`config.mk`:
```
export PLATFORM = sky130hd
export DESIGN_NAME = analog_axis_calibrate_normalize_flat
export DESIGN_NICKNAME = d
export VERILOG_FILES = /design/src/rtl/core/aacn_pkg.sv /design/src/rtl/core/aacn_if.sv /design/src/rtl/core/aacn_div.sv /design/src/rtl/core/aacn_dp.sv /design/src/rtl/core/aacn_ctrl.sv /design/src/rtl/core/analog_axis_calibrate_normalize.sv /design/src/flat_wrapper.sv
export SDC_FILE = /design/constraint.sdc
export NUM_CORES = 1
export LEC_CHECK = 0
export BUFFER_PORTS_ARGS = -buffer_cell sky130_fd_sc_hd__buf_2
export CAP_MARGIN = 20
export CORE_MARGIN = 2
export CORE_UTILIZATION = 50
export CTS_CLUSTER_DIAMETER = 80
export DETAILED_ROUTE_END_ITERATION = 10
export GPL_ROUTABILITY_DRIVEN = 0
export PLACE_DENSITY = 0.68
export SYNTH_ARGS = -nofsm -noshare
export SYNTH_HDL_FRONTEND = slang
export SYNTH_HIERARCHICAL = 1
export SYNTH_SLANG_ARGS = --single-unit
```
`constraint.sdc`:
```
create_clock -name clk -period 5.9 [get_ports clk]
set_input_delay 0.295 -clock clk [delete_from_list [all_inputs] [get_ports clk]]
set_output_delay 0.295 -clock clk [all_outputs]
set_load 0.02 [all_outputs]
```
`src/rtl/core/aacn_pkg.sv`:
```
// Shared types and constants for the joystick axis calibrate-and-normalize block.
// Holds the configuration record, register indexes, controller states and the
// command/status records between controller and datapath. No dependencies.
`timescale 1ns / 1ps

package aacn_pkg;

	// Fixed payload widths of the channels and the configuration port.
	localparam int SAMPLE_W   = 12;
	localparam int POS_W      = 8;
	localparam int CENTRE_W   = 12;
	localparam int CFG_IDX_W  = 3;
	localparam int CFG_DATA_W = 12;

	localparam int PCT_FULL  = 100;
	localparam int MAX_GROUP = 16;

	// Register indexes of the configuration port.
	localparam logic [CFG_IDX_W-1:0] REG_CAL_SAMPLES  = 3'd0;
	localparam logic [CFG_IDX_W-1:0] REG_CAL_TOL_PCT  = 3'd1;
	localparam logic [CFG_IDX_W-1:0] REG_AVG_COUNT    = 3'd2;
	localparam logic [CFG_IDX_W-1:0] REG_DEADZONE_PCT = 3'd3;
	localparam logic [CFG_IDX_W-1:0] REG_INIT_LOW     = 3'd4;
	localparam logic [CFG_IDX_W-1:0] REG_INIT_HIGH    = 3'd5;

	// Register values after reset.
	localparam logic [4:0]  CAL_SAMPLES_RST  = 5'd20;
	localparam logic [5:0]  CAL_TOL_PCT_RST  = 6'd10;
	localparam logic [4:0]  AVG_COUNT_RST    = 5'd10;
	localparam logic [6:0]  DEADZONE_PCT_RST = 7'd18;
	localparam logic [11:0] INIT_LOW_RST     = 12'd1000;
	localparam logic [11:0] INIT_HIGH_RST    = 12'd2000;

	// Result kinds.
	localparam logic KIND_CAL_DONE = 1'b0;
	localparam logic KIND_POSITION = 1'b1;

	typedef struct packed {
		logic [4:0]  cal_samples;
		logic [5:0]  cal_tolerance_pct;
		logic [4:0]  avg_count;
		logic [6:0]  deadzone_pct;
		logic [11:0] init_low;
		logic [11:0] init_high;
	} cfg_t;

	typedef enum logic [3:0] {
		ST_IDLE,
		ST_CAL_LOAD,
		ST_CAL_DIV,
		ST_CAL_MUL,
		ST_CAL_CHECK,
		ST_GRP_ACC,
		ST_AVG_DIV,
		ST_TRACK,
		ST_SCALE,
		ST_SCALE_DIV,
		ST_EMIT
	} state_t;

	typedef struct packed {
		logic load_sample;
		logic cal_start;
		logic cal_take_mean;
		logic cal_mul;
		logic cal_check;
		logic grp_acc;
		logic avg_take;
		logic track;
		logic scl_start;
		logic scl_take;
		logic emit;
	} cmd_t;

	typedef struct packed {
		logic phase;
		logic div_done;
		logic cal_pass;
		logic cal_last;
		logic group_full;
		logic avg_is_centre;
		logic out_free;
	} status_t;

endpackage

```
`src/rtl/core/aacn_if.sv`:
```
// Valid/ready channel interfaces for the axis block: raw samples in, results out.
// Depends on aacn_pkg for the payload widths.
`timescale 1ns / 1ps

interface aacn_in_if;
	logic                          valid;
	logic                          ready;
	logic [aacn_pkg::SAMPLE_W-1:0] sample;

	modport source(output valid, output sample, input ready);
	modport sink(input valid, input sample, output ready);
endinterface

interface aacn_out_if;
	logic                               valid;
	logic                               ready;
	logic                               kind;
	logic signed [aacn_pkg::POS_W-1:0]  position;
	logic [aacn_pkg::CENTRE_W-1:0]      centre_value;

	modport source(output valid, output kind, output position, output centre_value,
		input ready);
	modport sink(input valid, input kind, input position, input centre_value,
		output ready);
endinterface

```
`src/rtl/core/aacn_div.sv`:
```
// Shared restoring divider of the axis datapath, one quotient bit per cycle.
// Standalone; used by aacn_dp for the running mean, group average and scaling.
`timescale 1ns / 1ps

module aacn_div #(
	parameter int DW = 19,
	parameter int VW = 12
) (
	input  logic          clk,
	input  logic          arst_n,
	input  logic          start,
	input  logic [DW-1:0] dividend,
	input  logic [VW-1:0] divisor,
	output logic          done,
	output logic [DW-1:0] quotient
);

	localparam int CW = $clog2(DW + 1);

	logic [VW-1:0] rem_q;
	logic [VW-1:0] den_q;
	logic [DW-1:0] quo_q;
	logic [CW-1:0] cnt_q;
	logic          done_q;
	logic [VW:0]   trial;
	logic          fits;

	assign trial = {rem_q, quo_q[DW-1]};
	assign fits  = trial >= {1'b0, den_q};

	always_ff @(posedge clk or negedge arst_n) begin
		if (!arst_n) begin
			cnt_q  <= '0;
			done_q <= 1'b0;
		end else begin
			done_q <= 1'b0;
			if (start) begin
				cnt_q <= CW'(DW);
			end else if (cnt_q != '0) begin
				cnt_q <= cnt_q - 1'b1;
				if (cnt_q == CW'(1)) begin
					done_q <= 1'b1;
				end
			end
		end
	end

	always_ff @(posedge clk) begin
		if (start) begin
			rem_q <= '0;
			den_q <= divisor;
			quo_q <= dividend;
		end else if (cnt_q != '0) begin
			rem_q <= fits ? VW'(trial - {1'b0, den_q}) : VW'(trial);
			quo_q <= {quo_q[DW-2:0], fits};
		end
	end

	assign done     = done_q;
	assign quotient = quo_q;

endmodule

```
`src/rtl/core/aacn_dp.sv`:
```
// Datapath of the axis block: calibration state, group averaging, min/max tracking,
// percent scaling and the output register. Depends on aacn_pkg and aacn_div.
`timescale 1ns / 1ps

module aacn_dp #(
	parameter int SAMPLE_BITS = 12
) (
	input  logic                                clk,
	input  logic                                arst_n,
	input  aacn_pkg::cfg_t                      cfg,
	input  aacn_pkg::cmd_t                      cmd,
	output aacn_pkg::status_t                   status,
	input  logic [aacn_pkg::SAMPLE_W-1:0]       sample,
	input  logic                                out_ready,
	output logic                                out_valid,
	output logic                                out_kind,
	output logic signed [aacn_pkg::POS_W-1:0]   out_position,
	output logic [aacn_pkg::CENTRE_W-1:0]       out_centre
);

	import aacn_pkg::*;

	localparam int SB    = SAMPLE_BITS;
	localparam int TW    = (SB > CENTRE_W) ? SB : CENTRE_W;
	localparam int DW    = SB + 7;
	localparam int SUM_W = SB + 4;
	localparam int LW    = SB + 7;
	localparam int HW    = SB + 8;

	logic [SB-1:0]    s_q;
	logic             phase_q;
	logic [4:0]       cal_idx_q;
	logic [SB-1:0]    mean_q;
	logic [SB-1:0]    centre_q;
	logic [TW-1:0]    trk_lo_q;
	logic [TW-1:0]    trk_hi_q;
	logic [SUM_W-1:0] sum_q;
	logic [4:0]       cnt_q;
	logic [LW-1:0]    lhs_q;
	logic [HW-1:0]    hi_q;
	logic [LW-1:0]    lo_q;
	logic [SB-1:0]    avg_q;
	logic             neg_q;
	logic             res_kind_q;
	logic [6:0]       res_mag_q;
	logic             out_valid_q;
	logic             out_kind_q;
	logic [POS_W-1:0] out_pos_q;
	logic [CENTRE_W-1:0] out_centre_q;

	logic [5:0]    cal_next;
	logic          cal_pass;
	logic          cal_last;
	logic [7:0]    tol_hi;
	logic [6:0]    tol_lo;
	logic [4:0]    need;
	logic [4:0]    cnt_next;
	logic          group_full;
	logic [SB-1:0] diff;
	logic [TW-1:0] den;
	logic          div_start;
	logic [DW-1:0] div_num;
	logic [TW-1:0] div_den;
	logic          div_done;
	logic [DW-1:0] div_quo;
	logic [6:0]    scl_clamped;
	logic [POS_W-1:0] mag_ext;

	// Calibration tolerance bounds and completion test.
	assign tol_hi   = 8'(PCT_FULL) + {2'b00, cfg.cal_tolerance_pct};
	assign tol_lo   = 7'(PCT_FULL) - {1'b0, cfg.cal_tolerance_pct};
	assign cal_next = {1'b0, cal_idx_q} + 6'd1;
	assign cal_last = cal_next >= {1'b0, cfg.cal_samples};
	assign cal_pass = !({1'b0, lhs_q} > hi_q) && !(lhs_q < lo_q);

	// Effective group size is avg_count held within one to sixteen.
	always_comb begin
		if (cfg.avg_count == 5'd0) begin
			need = 5'd1;
		end else if (cfg.avg_count > 5'(MAX_GROUP)) begin
			need = 5'(MAX_GROUP);
		end else begin
			need = cfg.avg_count;
		end
	end

	assign cnt_next   = cnt_q + 5'd1;
	assign group_full = cnt_next >= need;

	assign diff = neg_q ? (centre_q - avg_q) : (avg_q - centre_q);
	assign den  = neg_q ? (TW'(centre_q) - trk_lo_q) : (trk_hi_q - TW'(centre_q));

	// One divider serves the three divisions; the controller never overlaps them.
	assign div_start = cmd.cal_start || (cmd.grp_acc && group_full) || cmd.scl_start;

	always_comb begin
		if (cmd.cal_start) begin
			div_num = DW'(mean_q) * DW'(cal_idx_q) + DW'(s_q);
			div_den = TW'(cal_next);
		end else if (cmd.grp_acc) begin
			div_num = DW'(sum_q) + DW'(s_q);
			div_den = TW'(cnt_next);
		end else begin
			div_num = DW'(diff) * DW'(PCT_FULL);
			div_den = den;
		end
	end

	aacn_div #(
		.DW(DW),
		.VW(TW)
	) u_div (
		.clk     (clk),
		.arst_n  (arst_n),
		.start   (div_start),
		.dividend(div_num),
		.divisor (div_den),
		.done    (div_done),
		.quotient(div_quo)
	);

	always_comb begin
		if (div_quo > DW'(PCT_FULL)) begin
			scl_clamped = 7'(PCT_FULL);
		end else begin
			scl_clamped = div_quo[6:0];
		end
	end

	// Axis state.
	always_ff @(posedge clk or negedge arst_n) begin
		if (!arst_n) begin
			phase_q   <= 1'b0;
			cal_idx_q <= '0;
			mean_q    <= '0;
			centre_q  <= '0;
			trk_lo_q  <= '0;
			trk_hi_q  <= '0;
			sum_q     <= '0;
			cnt_q     <= '0;
		end else begin
			if (cmd.cal_take_mean) begin
				mean_q <= SB'(div_quo);
			end
			if (cmd.cal_check) begin
				if (!cal_pass) begin
					cal_idx_q <= '0;
				end else if (cal_last) begin
					centre_q  <= mean_q;
					phase_q   <= 1'b1;
					cal_idx_q <= '0;
					trk_lo_q  <= TW'(cfg.init_low);
					trk_hi_q  <= TW'(cfg.init_high);
					sum_q     <= '0;
					cnt_q     <= '0;
				end else begin
					cal_idx_q <= 5'(cal_next);
				end
			end
			if (cmd.grp_acc) begin
				if (group_full) begin
					sum_q <= '0;
					cnt_q <= '0;
				end else begin
					sum_q <= sum_q + SUM_W'(s_q);
					cnt_q <= cnt_next;
				end
			end
			if (cmd.track) begin
				if (TW'(avg_q) < trk_lo_q) begin
					trk_lo_q <= TW'(avg_q);
				end
				if (TW'(avg_q) > trk_hi_q) begin
					trk_hi_q <= TW'(avg_q);
				end
			end
		end
	end

	// Working registers of the current transaction.
	always_ff @(posedge clk) begin
		if (cmd.load_sample) begin
			s_q <= SB'(sample);
		end
		if (cmd.cal_mul) begin
			lhs_q <= LW'(s_q) * LW'(PCT_FULL);
			hi_q  <= HW'(mean_q) * HW'(tol_hi);
			lo_q  <= LW'(mean_q) * LW'(tol_lo);
		end
		if (cmd.avg_take) begin
			avg_q <= SB'(div_quo);
		end
		if (cmd.cal_check) begin
			res_kind_q <= KIND_CAL_DONE;
			res_mag_q  <= '0;
			neg_q      <= 1'b0;
		end
		if (cmd.track) begin
			res_kind_q <= KIND_POSITION;
			res_mag_q  <= '0;
			neg_q      <= avg_q < centre_q;
		end
		if (cmd.scl_take) begin
			res_mag_q <= (scl_clamped < cfg.deadzone_pct) ? 7'd0 : scl_clamped;
		end
	end

	// Output register.
	assign mag_ext = POS_W'(res_mag_q);

	always_ff @(posedge clk or negedge arst_n) begin
		if (!arst_n) begin
			out_valid_q <= 1'b0;
		end else if (cmd.emit) begin
			out_valid_q <= 1'b1;
		end else if (out_ready) begin
			out_valid_q <= 1'b0;
		end
	end

	always_ff @(posedge clk) begin
		if (cmd.emit) begin
			out_kind_q   <= res_kind_q;
			out_pos_q    <= neg_q ? (~mag_ext + 1'b1) : mag_ext;
			out_centre_q <= CENTRE_W'(centre_q);
		end
	end

	assign out_valid    = out_valid_q;
	assign out_kind     = out_kind_q;
	assign out_position = $signed(out_pos_q);
	assign out_centre   = out_centre_q;

	always_comb begin
		status.phase         = phase_q;
		status.div_done      = div_done;
		status.cal_pass      = cal_pass;
		status.cal_last      = cal_last;
		status.group_full    = group_full;
		status.avg_is_centre = avg_q == centre_q;
		status.out_free      = !out_valid_q || out_ready;
	end

endmodule

```
`src/rtl/core/aacn_ctrl.sv`:
```
// Controller state machine of the axis block; sequences the datapath steps.
// Depends on aacn_pkg for the state, command and status types.
`timescale 1ns / 1ps

module aacn_ctrl (
	input  logic              clk,
	input  logic              arst_n,
	input  logic              in_valid,
	output logic              in_ready,
	input  aacn_pkg::status_t status,
	output aacn_pkg::cmd_t    cmd
);

	import aacn_pkg::*;

	state_t state_q;
	state_t state_d;

	always_ff @(posedge clk or negedge arst_n) begin
		if (!arst_n) begin
			state_q <= ST_IDLE;
		end else begin
			state_q <= state_d;
		end
	end

	always_comb begin
		state_d = state_q;
		case (state_q)
			ST_IDLE: begin
				if (in_valid) begin
					state_d = status.phase ? ST_GRP_ACC : ST_CAL_LOAD;
				end
			end
			ST_CAL_LOAD: begin
				state_d = ST_CAL_DIV;
			end
			ST_CAL_DIV: begin
				if (status.div_done) begin
					state_d = ST_CAL_MUL;
				end
			end
			ST_CAL_MUL: begin
				state_d = ST_CAL_CHECK;
			end
			ST_CAL_CHECK: begin
				state_d = (status.cal_pass && status.cal_last) ? ST_EMIT : ST_IDLE;
			end
			ST_GRP_ACC: begin
				state_d = status.group_full ? ST_AVG_DIV : ST_IDLE;
			end
			ST_AVG_DIV: begin
				if (status.div_done) begin
					state_d = ST_TRACK;
				end
			end
			ST_TRACK: begin
				state_d = ST_SCALE;
			end
			ST_SCALE: begin
				state_d = status.avg_is_centre ? ST_EMIT : ST_SCALE_DIV;
			end
			ST_SCALE_DIV: begin
				if (status.div_done) begin
					state_d = ST_EMIT;
				end
			end
			ST_EMIT: begin
				if (status.out_free) begin
					state_d = ST_IDLE;
				end
			end
			default: begin
				state_d = ST_IDLE;
			end
		endcase
	end

	always_comb begin
		in_ready = 1'b0;
		cmd      = '0;
		case (state_q)
			ST_IDLE: begin
				in_ready        = 1'b1;
				cmd.load_sample = in_valid;
			end
			ST_CAL_LOAD: begin
				cmd.cal_start = 1'b1;
			end
			ST_CAL_DIV: begin
				cmd.cal_take_mean = status.div_done;
			end
			ST_CAL_MUL: begin
				cmd.cal_mul = 1'b1;
			end
			ST_CAL_CHECK: begin
				cmd.cal_check = 1'b1;
			end
			ST_GRP_ACC: begin
				cmd.grp_acc = 1'b1;
			end
			ST_AVG_DIV: begin
				cmd.avg_take = status.div_done;
			end
			ST_TRACK: begin
				cmd.track = 1'b1;
			end
			ST_SCALE: begin
				cmd.scl_start = !status.avg_is_centre;
			end
			ST_SCALE_DIV: begin
				cmd.scl_take = status.div_done;
			end
			ST_EMIT: begin
				cmd.emit = status.out_free;
			end
			default: begin
				in_ready = 1'b0;
			end
		endcase
	end

endmodule

```
`src/rtl/core/analog_axis_calibrate_normalize.sv`:
```
// Joystick axis calibrate-and-normalize block, one sample transaction at a time.
// Calibration sample: load, divide, multiply and check, and emit for the one that
// completes. Position sample: accumulate inside a group; closing a group adds the
// average divide, track and emit, with a scale divide unless average equals centre.
// Reset is asynchronous and active low; it restarts calibration and loads the default
// register values, and no clearing pass follows.
`timescale 1ns / 1ps

module analog_axis_calibrate_normalize #(
	parameter int SAMPLE_BITS = 12
) (
	input  logic                                clk,
	input  logic                                arst_n,
	aacn_in_if.sink                             samples,
	aacn_out_if.source                          results,
	input  logic                                cfg_we,
	input  logic [aacn_pkg::CFG_IDX_W-1:0]      cfg_index,
	input  logic [aacn_pkg::CFG_DATA_W-1:0]     cfg_data
);

	import aacn_pkg::*;

	// The block runs in two phases. While calibrating, each sample updates a
	// truncating running mean through the divider, and the sample is then checked
	// against the tolerance band around the new mean using three products. A sample
	// outside the band restarts the run; enough samples inside it latch the mean
	// as the centre and produce one calibration-done transaction.
	//
	// Afterwards samples are summed in groups. When a group closes, the divider
	// forms the average, the tracked minimum and maximum are widened, and the
	// divider is used once more to scale the deflection to percent against the
	// tracked extreme on that side. The magnitude is clamped at one hundred and
	// forced to zero inside the deadzone.
	//
	// The output register decouples the result side: a new sample is accepted
	// while a result still waits, and the controller only stalls in its emit step
	// if that earlier result has not been taken by then.

	cfg_t    cfg_q;
	cmd_t    cmd;
	status_t status;

	// Configuration registers. Written values are used at once, also by a sample in progress.
	always_ff @(posedge clk or negedge arst_n) begin
		if (!arst_n) begin
			cfg_q.cal_samples       <= CAL_SAMPLES_RST;
			cfg_q.cal_tolerance_pct <= CAL_TOL_PCT_RST;
			cfg_q.avg_count         <= AVG_COUNT_RST;
			cfg_q.deadzone_pct      <= DEADZONE_PCT_RST;
			cfg_q.init_low          <= INIT_LOW_RST;
			cfg_q.init_high         <= INIT_HIGH_RST;
		end else if (cfg_we) begin
			case (cfg_index)
				REG_CAL_SAMPLES:  cfg_q.cal_samples       <= cfg_data[4:0];
				REG_CAL_TOL_PCT:  cfg_q.cal_tolerance_pct <= cfg_data[5:0];
				REG_AVG_COUNT:    cfg_q.avg_count         <= cfg_data[4:0];
				REG_DEADZONE_PCT: cfg_q.deadzone_pct      <= cfg_data[6:0];
				REG_INIT_LOW:     cfg_q.init_low          <= cfg_data[11:0];
				REG_INIT_HIGH:    cfg_q.init_high         <= cfg_data[11:0];
				default: begin
					cfg_q <= cfg_q;
				end
			endcase
		end
	end

	// The controller owns the input handshake and the order of datapath steps.
	aacn_ctrl u_ctrl (
		.clk     (clk),
		.arst_n  (arst_n),
		.in_valid(samples.valid),
		.in_ready(samples.ready),
		.status  (status),
		.cmd     (cmd)
	);

	// The datapath holds all axis state, the divider and the output register.
	aacn_dp #(
		.SAMPLE_BITS(SAMPLE_BITS)
	) u_dp (
		.clk         (clk),
		.arst_n      (arst_n),
		.cfg         (cfg_q),
		.cmd         (cmd),
		.status      (status),
		.sample      (samples.sample),
		.out_ready   (results.ready),
		.out_valid   (results.valid),
		.out_kind    (results.kind),
		.out_position(results.position),
		.out_centre  (results.centre_value)
	);

endmodule

```
`src/flat_wrapper.sv`:
```
// flat-port wrapper written by rule: the top's interface ports become plain ports
module analog_axis_calibrate_normalize_flat import aacn_pkg::*;
#(
	parameter int SAMPLE_BITS = 12
)
  (clk, arst_n, cfg_we, cfg_index, cfg_data, samples_valid, samples_sample, samples_ready, results_valid, results_kind, results_position, results_centre_value, results_ready);
  aacn_in_if samples_i ();
  aacn_out_if results_i ();
  input  logic clk;
  input  logic arst_n;
  input  logic cfg_we;
  input  logic [aacn_pkg::CFG_IDX_W-1:0] cfg_index;
  input  logic [aacn_pkg::CFG_DATA_W-1:0] cfg_data;
  input wire logic [$bits(samples_i.valid)-1:0] samples_valid;
  input wire logic [$bits(samples_i.sample)-1:0] samples_sample;
  output wire logic [$bits(samples_i.ready)-1:0] samples_ready;
  output wire logic [$bits(results_i.valid)-1:0] results_valid;
  output wire logic [$bits(results_i.kind)-1:0] results_kind;
  output wire logic [$bits(results_i.position)-1:0] results_position;
  output wire logic [$bits(results_i.centre_value)-1:0] results_centre_value;
  input wire logic [$bits(results_i.ready)-1:0] results_ready;
  assign samples_i.valid = samples_valid;
  assign samples_i.sample = samples_sample;
  assign samples_ready = samples_i.ready;
  assign results_valid = results_i.valid;
  assign results_kind = results_i.kind;
  assign results_position = results_i.position;
  assign results_centre_value = results_i.centre_value;
  assign results_i.ready = results_ready;
  analog_axis_calibrate_normalize #(.SAMPLE_BITS(SAMPLE_BITS)) u_core (.clk(clk), .arst_n(arst_n), .samples(samples_i), .results(results_i), .cfg_we(cfg_we), .cfg_index(cfg_index), .cfg_data(cfg_data));
endmodule
```
Word level (Yosys, flattened, before mapping)
Cells that the tools add are included.
{"block": "word_totals", "regBits": 286, "input_bits": 32, "out_inout_bits": 23, "word_cells": 188}
{"block": "classes", "addsub": 14, "n_mul": 5, "order_cmp": 11, "n_eq_ne": 22, "muxes": 70, "n_bitwise": 1, "reduce_logical": 31}
{"cell": "12-bit 2-to-1 mux", "n": 13}
{"cell": "16-bit 2-to-1 mux", "n": 5}
{"cell": "19-bit 2-to-1 mux", "n": 4}
{"cell": "12-bit subtractor", "n": 5}
{"cell": "5-bit 2-to-1 mux", "n": 11}
{"cell": "4-bit case mux with 11 select lines", "n": 1}
{"cell": "7-bit 2-to-1 mux", "n": 6}
{"cell": "12-bit by 5-bit multiplier with 17-bit output (second input constant)", "n": 2}
{"cell": "12-bit < comparator", "n": 2}
{"cell": "4-bit 2-to-1 mux", "n": 6}
{"cell": "19-bit by 20-bit greater-than comparator with 1-bit output", "n": 1}
{"cell": "12-bit by 8-bit multiplier with 20-bit output", "n": 1}
{"cell": "19-bit by 7-bit greater-than comparator with 1-bit output (second input constant)", "n": 1}
{"cell": "19-bit < comparator", "n": 1}
{"cell": "12-bit by 7-bit multiplier with 19-bit output", "n": 1}
{"cell": "1-bit 2-to-1 mux", "n": 19}
{"cell": "17-bit by 12-bit adder with 18-bit output", "n": 1}
{"cell": "16-bit by 12-bit adder with 17-bit output", "n": 1}
{"cell": "12-bit by 5-bit multiplier with 17-bit output", "n": 1}
{"cell": "16-bit by 12-bit adder with 16-bit output", "n": 1}
{"cell": "4-bit by 3-bit equality test with 1-bit output (second input constant)", "n": 4}
{"cell": "13-bit by 12-bit greater-or-equal comparator with 1-bit output", "n": 1}
{"cell": "12-bit equality test", "n": 1}
{"cell": "4-bit equality test (second input constant)", "n": 3}
{"cell": "other kinds (35)", "n": 62}

Depth between registers and ports, before layout
Gate-level depths: netlist of run 1.
{"block": "logic_depth", "depth_word": 8, "mapped_depth": 26, "mapped_depth_nobuf": 26}

By module
The synthesis of run 1 kept the hierarchy.
{"module": "aacn_dp", "instances": 1, "cells_each": 2293, "area_each_um2": 21644.5, "seq_area_each_um2": 5165.0}
{"module": "aacn_div", "instances": 1, "cells_each": 234, "area_each_um2": 2658.8, "seq_area_each_um2": 1321.3}
{"module": "analog_axis_calibrate_normalize", "instances": 1, "cells_each": 103, "area_each_um2": 1890.6, "seq_area_each_um2": 1201.2}
{"module": "aacn_ctrl", "instances": 1, "cells_each": 63, "area_each_um2": 446.7, "seq_area_each_um2": 100.1}

Worst setup path before layout of run 1
No wires, ideal clock.
{"block": "synth_timing", "path_type": "register -> register", "start": "reg u_core/cfg_q[37] in the netlist's numbering", "end": "reg u_core.u_dp.lo_q[18] (data pin)", "setup_ns": 0.259, "t_arrival_ns": 5.570, "slack_ns": 0.071, "stages_incl_launch_ff": 23, "n_path_buf": 2, "synth_period_minus_slack_ns": 5.829, "cell_sequence": "dfstp_2 > clkbuf_1 > inv_1 > ha_1 > a21oi_1 > xnor2_1 > clkbuf_1 > nand2b_1 > fa_1 > fa_1 > inv_1 > fa_1 > inv_1 > fa_1 > inv_1 > ha_1 > or3_1 > o21a_1 > a21bo_2 > o41ai_2 > o31ai_1 > a21oi_1 > xnor2_1"}
{"block": "synth_between", "elab_chain_len": 2}
{"element": "from (decl)", "line_no": "analog_axis_calibrate_normalize.sv:39", "text": "cfg_t cfg_q;"}
{"element": "from (signal assigned)", "line_no": "analog_axis_calibrate_normalize.sv:61", "text": "cfg_q <= cfg_q;"}
{"element": "7-bit by 6-bit subtractor with 7-bit output", "line_no": "aacn_dp.sv:71", "text": "assign tol_lo = 7'(PCT_FULL) - {1'b0, cfg.cal_tolerance_pct};"}
{"element": "12-bit by 7-bit multiplier with 19-bit output", "line_no": "aacn_dp.sv:188", "text": "lo_q <= LW'(mean_q) * LW'(tol_lo);"}
{"element": "to (signal assigned)", "line_no": "aacn_dp.sv:188"}
{"element": "to (decl)", "line_no": "aacn_dp.sv:41", "text": "logic [LW-1:0] lo_q;"}
No other way between the ends.
A chain may end at the register's enable or synchronous reset.

Final worst setup path of run 1
Ends and elaborated chain as after synthesis.

==> results.txt, run 1 <==
----------------------------------------------------
[Floorplanning]
  Width of the die ... 234.8 um
  Starting density of the core ... 50.59%
  Number of core rows ... 84
  Die ar. ... 55140 um2
  Area of the placeable core ... 52660 um2
  Die boundary height ... 234.8 um
  IO Count ... 55

[Layout]
  Total area of multi-input combinational cells ... 17140 um2
  Synth-to-layout area growth ... 9.731%
  Filler cells ... 4494
  Commonest non-fill, non-tap cell in the layout ... inv_1
  Reg area ... 7790 um2
  Fraction of layout cells with a size suffix above 1 ... 12.39%
  Commonest cells after routing, fill and taps aside ... inv_1 (374), ha_1 (337), nand2_1 (211), fa_1 (169), edfxtp_1 (139)
  Total number of nets in the final design ... 3306
  Final Core Density ... 55.52%

[Global routing]
  Total routing usage reported by global routing ... 25.74%
  Vias in the first global route ... 20610
  Remaining Overflow, GRT ... 0
  Wire length of the first global-routing pass ... 112800 um
  Initial antenna violation count ... 1
  Maximum number of pins on one net before global-route repair ... 73

[Power and ir drop]
  Leakage ... 14.49 nW
  VDD IR max ... 0.2077 mV
  Power density relative to cell area ... 165.0 nW/um2

[Clock network]
  Maximum clock insertion buffer count ... 3
  CTS tree ... done
  Clock slew at the register clock pins of the worst setup and hold paths ... 60 ps
  Sink count of the clock tree ... 285
  CTS HTree Levels ... 2
  Master cell of the clock root buffer ... clkbuf_16
  Number of buffers added by the clock tree synthesis step ... 36
  Worst-skew pair later-pin latency ... 540 ps

[STA]
  Pin slew with the least headroom to its limit ... 1059 ps
  Post-layout minimum cycle time ... 5752 ps
  Slew margin rel. ... 29.17%
  Final Max Slew Viols ... 0
  Setup repair after global routing missed its margin ... yes
  Max Clk Rate ... 0.1739 GHz
  Final number of setup-violating endpoints ... 0
  Final critical-path share of the clock period ... 97.49%
  Count of final hold-check violations ... 0
  Worst Setup Slack, final ... 147.9 ps
  Maximum clock skew at final layout ... 13.73 ps

[Setup path]
  Arrival time reported for the critical path endpoint ... 6040 ps
  CP Capture Type ... register
  Req. time, crit path ... 6180 ps
  Critical path fanouts, max ... 14
  Crit Path Category ... register to register
  Element type at the critical path start ... register

[Synth]
  Post-synth cell types ... 90
  Synthesized net count ... 3233
  Post-Syn Area ... 26640 um2
  Number of enable-type register cells in the synthesized netlist ... 139
  Top_reg_cell synth ... edfxtp_1
  Yosys reg bits ... 285
  Synthesized instance count ... 2693
  Count of synthesis-stage warnings from yosys ... 6
  Mean instance size in the synthesized netlist ... 9.893 um2
  Async set-or-reset flop fraction in the synthesized netlist ... 46.67%
  Portion of the post-synthesis area used by sequential elements ... 29.23%

[Drt]
  Final Routed Wirelength ... 70540 um
  Count of unresolved DRC violations after routing ... 0
  1st-iter DRT viols ... 1768
  Via density ... 5.736
  Number of detailed-route iterations in the first pass ... 5
  Wirelength per Cell ... 20.26 um
  Count of nets left with antenna violations after detail routing ... 0
  Overall via count from detail_route ... 19970

[Placed design]
  Placed wire-length estimate ... 54800 um
  # port buffers ... 54
  Dpl ws ... -7.820 ps

[Worst hold path]
  Hold/Removal Path Class ... primary input to register

[Run]
  Max-cap viol count ... 0

[Run status]
  Outcome ... finished clean

----------------------------------------------------
==> report_power, final <==
group / internal [mW] / leakage (nW) / switching (mW)
clock: 1.24 / 0.554 / 0.886
combinational: 0.195 / 11.0 / 0.271
sequential: 2.17 / 2.89 / 0.0648
total: 3.60 / 14.5 / 1.22
==> layout make-up <==
type | instances | area share [%]
antenna | 1 | 0.008560
clock buffer | 51 | 3.587
clock inverter | 13 | 0.2696
inverter | 376 | 4.828
multi-input combinational | 1936 | 58.65
sequential | 285 | 26.65
tap | 688 | 2.945
timing repair buffer | 131 | 3.069
==> kinds of logic after synthesis <==
kind of cell	count (synthesis)	synth area share [%]
adders and majority gates	508	28.68
buffers and inverters	472	6.956
xor gates and xnor gates	126	4.142
muxes	158	6.552
and+or+nand+nor	708	13.77
DFF	285	29.23
AOI/OAI and AO/OA	436	10.67
==> cell usage after synthesis (57+ instances only) <==
| cell | number | area [um2] |
|---|---|---|
| nand2_1 | 211 | 792.0 |
| dfrtp_1 | 113 | 2828 |
| and2_1 | 122 | 763.2 |
| nor2b_1 | 69 | 431.7 |
| xnor2_1 | 76 | 665.6 |
| mux2_2 | 88 | 991.0 |
| nor2_1 | 97 | 364.1 |
| edfxtp_1 | 139 | 4174 |
| o21ai_0 | 94 | 470.5 |
| clkbuf_1 | 74 | 277.8 |
| fa_1 | 171 | 3423 |
| a21oi_1 | 119 | 595.6 |
| inv_1 | 375 | 1408 |
| ha_1 | 337 | 4217 |
| mux2i_1 | 57 | 570.6 |
==> registers in the layout, indices dropped and copies added (netlist names), 16 cells and up <==
name	cells
u_core/cfg_q	47
u_core/u_dp/u_div/quotient	19
u_core/u_dp/hi_q	20
u_core/u_dp/lo_q	18
u_core/u_dp/sum_q	16
u_core/u_dp/lhs_q	17
==> final timing paths <==
check	endpoint	slack, ps	cells past startpoint	from
max reg2reg	u_core/u_dp/lo_q[18]$_DFFE_PP_	150	21	u_core/cfg_q[37]$_DFFE_PN1P_
max in group asynchronous	u_core/cfg_q[11]$_DFFE_PN0P_	4170	3	arst_n
max	u_core/u_dp/lo_q[18]$_DFFE_PP_	150	21	u_core/cfg_q[37]$_DFFE_PN1P_
min	u_core/cfg_q[18]$_DFFE_PN1P_	40	2	cfg_data[6]
min in group asynchronous	u_core/u_dp/sum_q[4]$_DFFE_PN0P_	340	2	arst_n
min reg2reg	u_core/u_dp/out_kind$_DFFE_PP_	450	0	u_core/u_dp/res_kind_q$_SDFFE_PP1P_
==> worst max-delay path: stages, from the launching register on <==
cell      delay, ps
dfstp_2         370
buf_4           180
o21ai_1         260
nand2_1         110
xor2_1          150
buf_4           200
nand2b_1        170
fa_1            530
fa_1            560
inv_1            60
fa_1            540
inv_1            60
fa_1            530
inv_1            40
ha_1            220
or3_1           360
o21a_1          210
a21bo_2         220
o41ai_4         300
o31ai_1         120
a21oi_1         190
xnor2_1         100
==> layer usage <==
metal / track usage [%] / part of all wire (%) / vias to the layer above
li1: - / - / 9295
met1: 35.29 / 44 / 9855
met2: 42.31 / 46 / 681
met3: 3.008 / 6.2 / 135
met4: 8.937 / 3.4 / 2
met5: 0 / 0.014 / -
==> what timing repair did <==
action / 4_1_cts / 5_1_grt
hold endpoints to repair: 77 / 0
gates cloned: 0 / 0
hold buffers: 17 / 0
resized for setup: 5 / 23
setup buffers: 0 / 5
pin swaps: 0 / 4
setup endpoints to repair: 3 / 13
==> stage by stage <==
stage	cells	cell area (um2)	total power, mW	hold slack [ps]	setup TNS, ps
floorplan	2693	26640	2.483	-0.5911	0
global placement	3393	27760	2.681	347.0	0
detailed placement	3394	27760	2.693	359.9	-11.71
CTS	3475	29080	4.847	20.04	0
global route	3480	29230	4.987	29.96	-124.9
finish	3481	29230	4.822	39.84	0
No activity file was read; power rests on OpenSTA's default activity.
==> inputs of run 2 (changes only) <==
SYNTH_HIERARCHICAL = not set   (was 1)
==> results.txt, run 2 <==
----------------------------------------------------
[Run status]
  Outcome ... finished clean

[Placed design]
  # port buffers ... 54
  Placed wire-length estimate ... 52390 um

[Layout]
  Commonest cells after routing, fill and taps aside ... inv_1 (383), ha_1 (337), nand2_1 (248), fa_1 (171), edfxtp_1 (139)
  Antenna Diode Count ... 0
  Commonest non-fill, non-tap cell in the layout ... inv_1
  Fraction of layout cells with a size suffix above 1 ... 10.18%
  Synth-to-layout area growth ... 10.11%
  Flip-flop count of the largest register after layout ... 47
  Filler cells ... 4621
  Total number of nets in the final design ... 3320
  Biggest register ... u_core.cfg_q

[Drt]
  Count of unresolved DRC violations after routing ... 0
  Count of nets left with antenna violations after detail routing ... 0
  Final Routed Wirelength ... 67710 um
  Overall via count from detail_route ... 19970
  Wirelength per Cell ... 19.36 um
  Via density ... 5.711
  1st-iter DRT viols ... 1421
  Number of detailed-route iterations in the first pass ... 6

[Setup path]
  Critical path fanouts, max ... 11
  Cell with the largest stage delay on the worst path ... dfstp_2
  RR Endpoint ... u_core.u_dp.lo_q[17]$_DFFE_PP_
  Req. time, crit path ... 6220 ps
  Register-to-register setup slack ... 320 ps
  Critical path's largest stage delay ... 530 ps
  Most prevalent standard cell on the critical path ... inv_1
  Buf/Inv on CP ... 6
  Cells along the critical path ... inv_1 > ha_1 > a21oi_2 > o21ai_1 > buf_4 > and2_1 > fa_1 > inv_1 > fa_1 > inv_1 > fa_1 > inv_1 > fa_1 > inv_1 > ha_1 > a21o_1 > a21oi_2 > nor2b_1 > o21ai_0 > o211a_1 > o41ai_2 > xnor2_1
  Worst r2r src ... u_core.cfg_q[37]$_DFFE_PN1P_
  CP Capture Type ... register
  Number of cell instances on the worst register-to-register path ... 22
  Arrival time reported for the critical path endpoint ... 5910 ps
  Crit Path Category ... register to register
  Family with the most delay on the worst path ... adder cells
  Element type at the critical path start ... register

[Synth]
  Area fraction of the dominant cell type after synthesis ... 16.02%
  Post-Syn Area ... 26320 um2
  Number of enable-type register cells in the synthesized netlist ... 139
  Biggest area contributors in the synthesized netlist ... ha_1 (16%), edfxtp_1 (16%), fa_1 (13%)
  Synthesized net count ... 3262
  Most instantiated library cell after synthesis ... inv_1
  Most numerous cell types in the synthesized netlist ... inv_1 (383), ha_1 (337), nand2_1 (248)
  Mean instance size in the synthesized netlist ... 9.668 um2
  Yosys reg bits ... 285
  Portion of the post-synthesis area used by sequential elements ... 29.59%
  Largest area contributor in the synthesized netlist ... ha_1
  Count of synthesis-stage warnings from yosys ... 0
  Synthesized instance count ... 2722
  Top_reg_cell synth ... edfxtp_1
  Async set-or-reset flop fraction in the synthesized netlist ... 46.67%
  Post-synth cell types ... 84

[Worst hold path]
  Cell count of the worst hold path ... 3
  HP Start ... cfg_data[4]
  Hold/Removal Path Class ... primary input to register
  Worst hold path endpoint ... u_core.cfg_q[46]$_DFFE_PN1P_

[Floorplanning]
  Die ar. ... 54480 um2
  Die boundary height ... 233.4 um
  Number of core rows ... 84
  IO Count ... 55
  Area of the placeable core ... 52340 um2
  Starting density of the core ... 50.28%
  Width of the die ... 233.4 um

[Clock network]
  Sink count of the clock tree ... 285
  Maximum clock insertion buffer count ... 3
  Worst-skew pair later-pin latency ... 590 ps
  CTS tree ... done
  Master cell of the clock root buffer ... clkbuf_16
  Number of buffers added by the clock tree synthesis step ... 38
  CTS HTree Levels ... 2
  Clock slew at the register clock pins of the worst setup and hold paths ... 70 ps

[STA]
  Maximum clock skew at final layout ... 23.91 ps
  Post-layout minimum cycle time ... 5582 ps
  Pin slew with the least headroom to its limit ... 981.5 ps
  Final number of setup-violating endpoints ... 0
  Slew margin rel. ... 34.41%
  Final Max Slew Viols ... 0
  Post-Route Setup TNS ... 0 ps
  Count of final hold-check violations ... 0
  Max Clk Rate ... 0.1792 GHz
  Final critical-path share of the clock period ... 94.60%

[Global routing]
  Vias in the first global route ... 20150
  Total routing usage reported by global routing ... 25.50%
  Maximum number of pins on one net before global-route repair ... 85
  Remaining Overflow, GRT ... 0
  Initial antenna violation count ... 2
  Wire length of the first global-routing pass ... 108400 um

[Power and ir drop]
  Leakage ... 13.70 nW
  VDD IR max ... 0.2780 mV
  PnR Total Power ... 14.71 mW
  Power density relative to cell area ... 507.6 nW/um2

[Run]
  Max-cap viol count ... 0

----------------------------------------------------
## run 2: cell count changes after synthesis, sizes merged, moves of 13 or more
cell	previous run	this run
o21ai	103	116
o22ai	8	21
mux2i	57	34
mux2	101	57
nand2	212	249
and3	22	7
## run 2: worst register-to-register path, delay by kind of cell, from the launching register on
kind | cells | cell delay (ps)
adder cells (fa/ha/maj) | 6 | 2670
AO/OA/AOI/OAI | 7 | 1230
flip-flops | 1 | 530
buffers and inverters | 6 | 440
AND/OR/NAND/NOR | 2 | 370
XOR/XNOR | 1 | 100
## run 2: how the worst max path moves through the flow
stage	cells after the start	start	slack, ps	end
finish	22	u_core.cfg_q[37]$_DFFE_PN1P_	320	u_core.u_dp.lo_q[17]$_DFFE_PP_
global route	22	u_core.cfg_q[39]$_DFFE_PN1P_	-70	u_core.u_dp.lo_q[17]$_DFFE_PP_
CTS	20	u_core.cfg_q[37]$_DFFE_PN1P_	80	u_core.u_dp.lo_q[18]$_DFFE_PP_
detailed placement	20	u_core.cfg_q[37]$_DFFE_PN1P_	140	u_core.u_dp.lo_q[18]$_DFFE_PP_
global placement	22	u_core.cfg_q[37]$_DFFE_PN1P_	230	u_core.u_dp.lo_q[18]$_DFFE_PP_
floorplan	23	u_core.cfg_q[39]$_DFFE_PN1P_	290	u_core.u_dp.lo_q[18]$_DFFE_PP_
## run 2: power breakdown
group	leakage, nW	internal [mW]	switching, mW
registers	3.09	3.00	0.706
clock network	0.648	1.46	0.992
logic	9.96	3.57	4.97
total	13.7	8.04	6.67
## run 2: layout make-up
class                      instances  area (um2)  share of cell area [%]
multi-input combinational       1951       16740                   57.77
sequential                       285        7787                   26.88
inverter                         384        1441                   4.974
clock buffer                      43        1001                   3.454
tap                              688       860.8                   2.971
timing repair buffer             120       820.8                   2.833
clock inverter                    26       326.6                   1.127
## run 2: metrics by stage
step	std cells	setup WS, ps	area, um2	utilization, %	hold slack [ps]
2_1_floorplan	2722	291.8	26320	-	-0.5911
3_3_place_gp	3408	234.8	27400	52.35	405.9
3_5_place_dp	3409	135.6	27410	52.37	425.1
4_1_cts	3496	82.46	28920	55.25	7.209
5_1_grt	3497	-67.41	28980	55.36	16.10
6_report	3497	318.3	28980	55.36	24.27
## run 2: kinds of logic after synthesis
group                      share of synthesized area (%)
and+or+nand+nor                                    14.04
AOI/OAI and AO/OA                                  12.37
buffers and inverters                              7.103
adders and majority gates                          29.03
muxes                                              3.746
xor gates and xnor gates                           4.127
DFF                                                29.59
## run 2: repair_timing
item / CTS / global route
hold buffers: 18 / 0
gates resized for setup: 0 / 14
endpoints found under the setup margin: 0 / 8
setup buffers: 0 / 0
hold endpoints to repair: 85 / 0
## run 2: per-layer routing
metal | global-route usage [%] | wire length (um) | vias up
li1 | - | - | 9384
met4 | 10.03 | 2610 | 0
met3 | 3.088 | 4042 | 138
met2 | 40.94 | 31280 | 582
met1 | 35.19 | 29780 | 9866
met5 | 0 | 0 | -
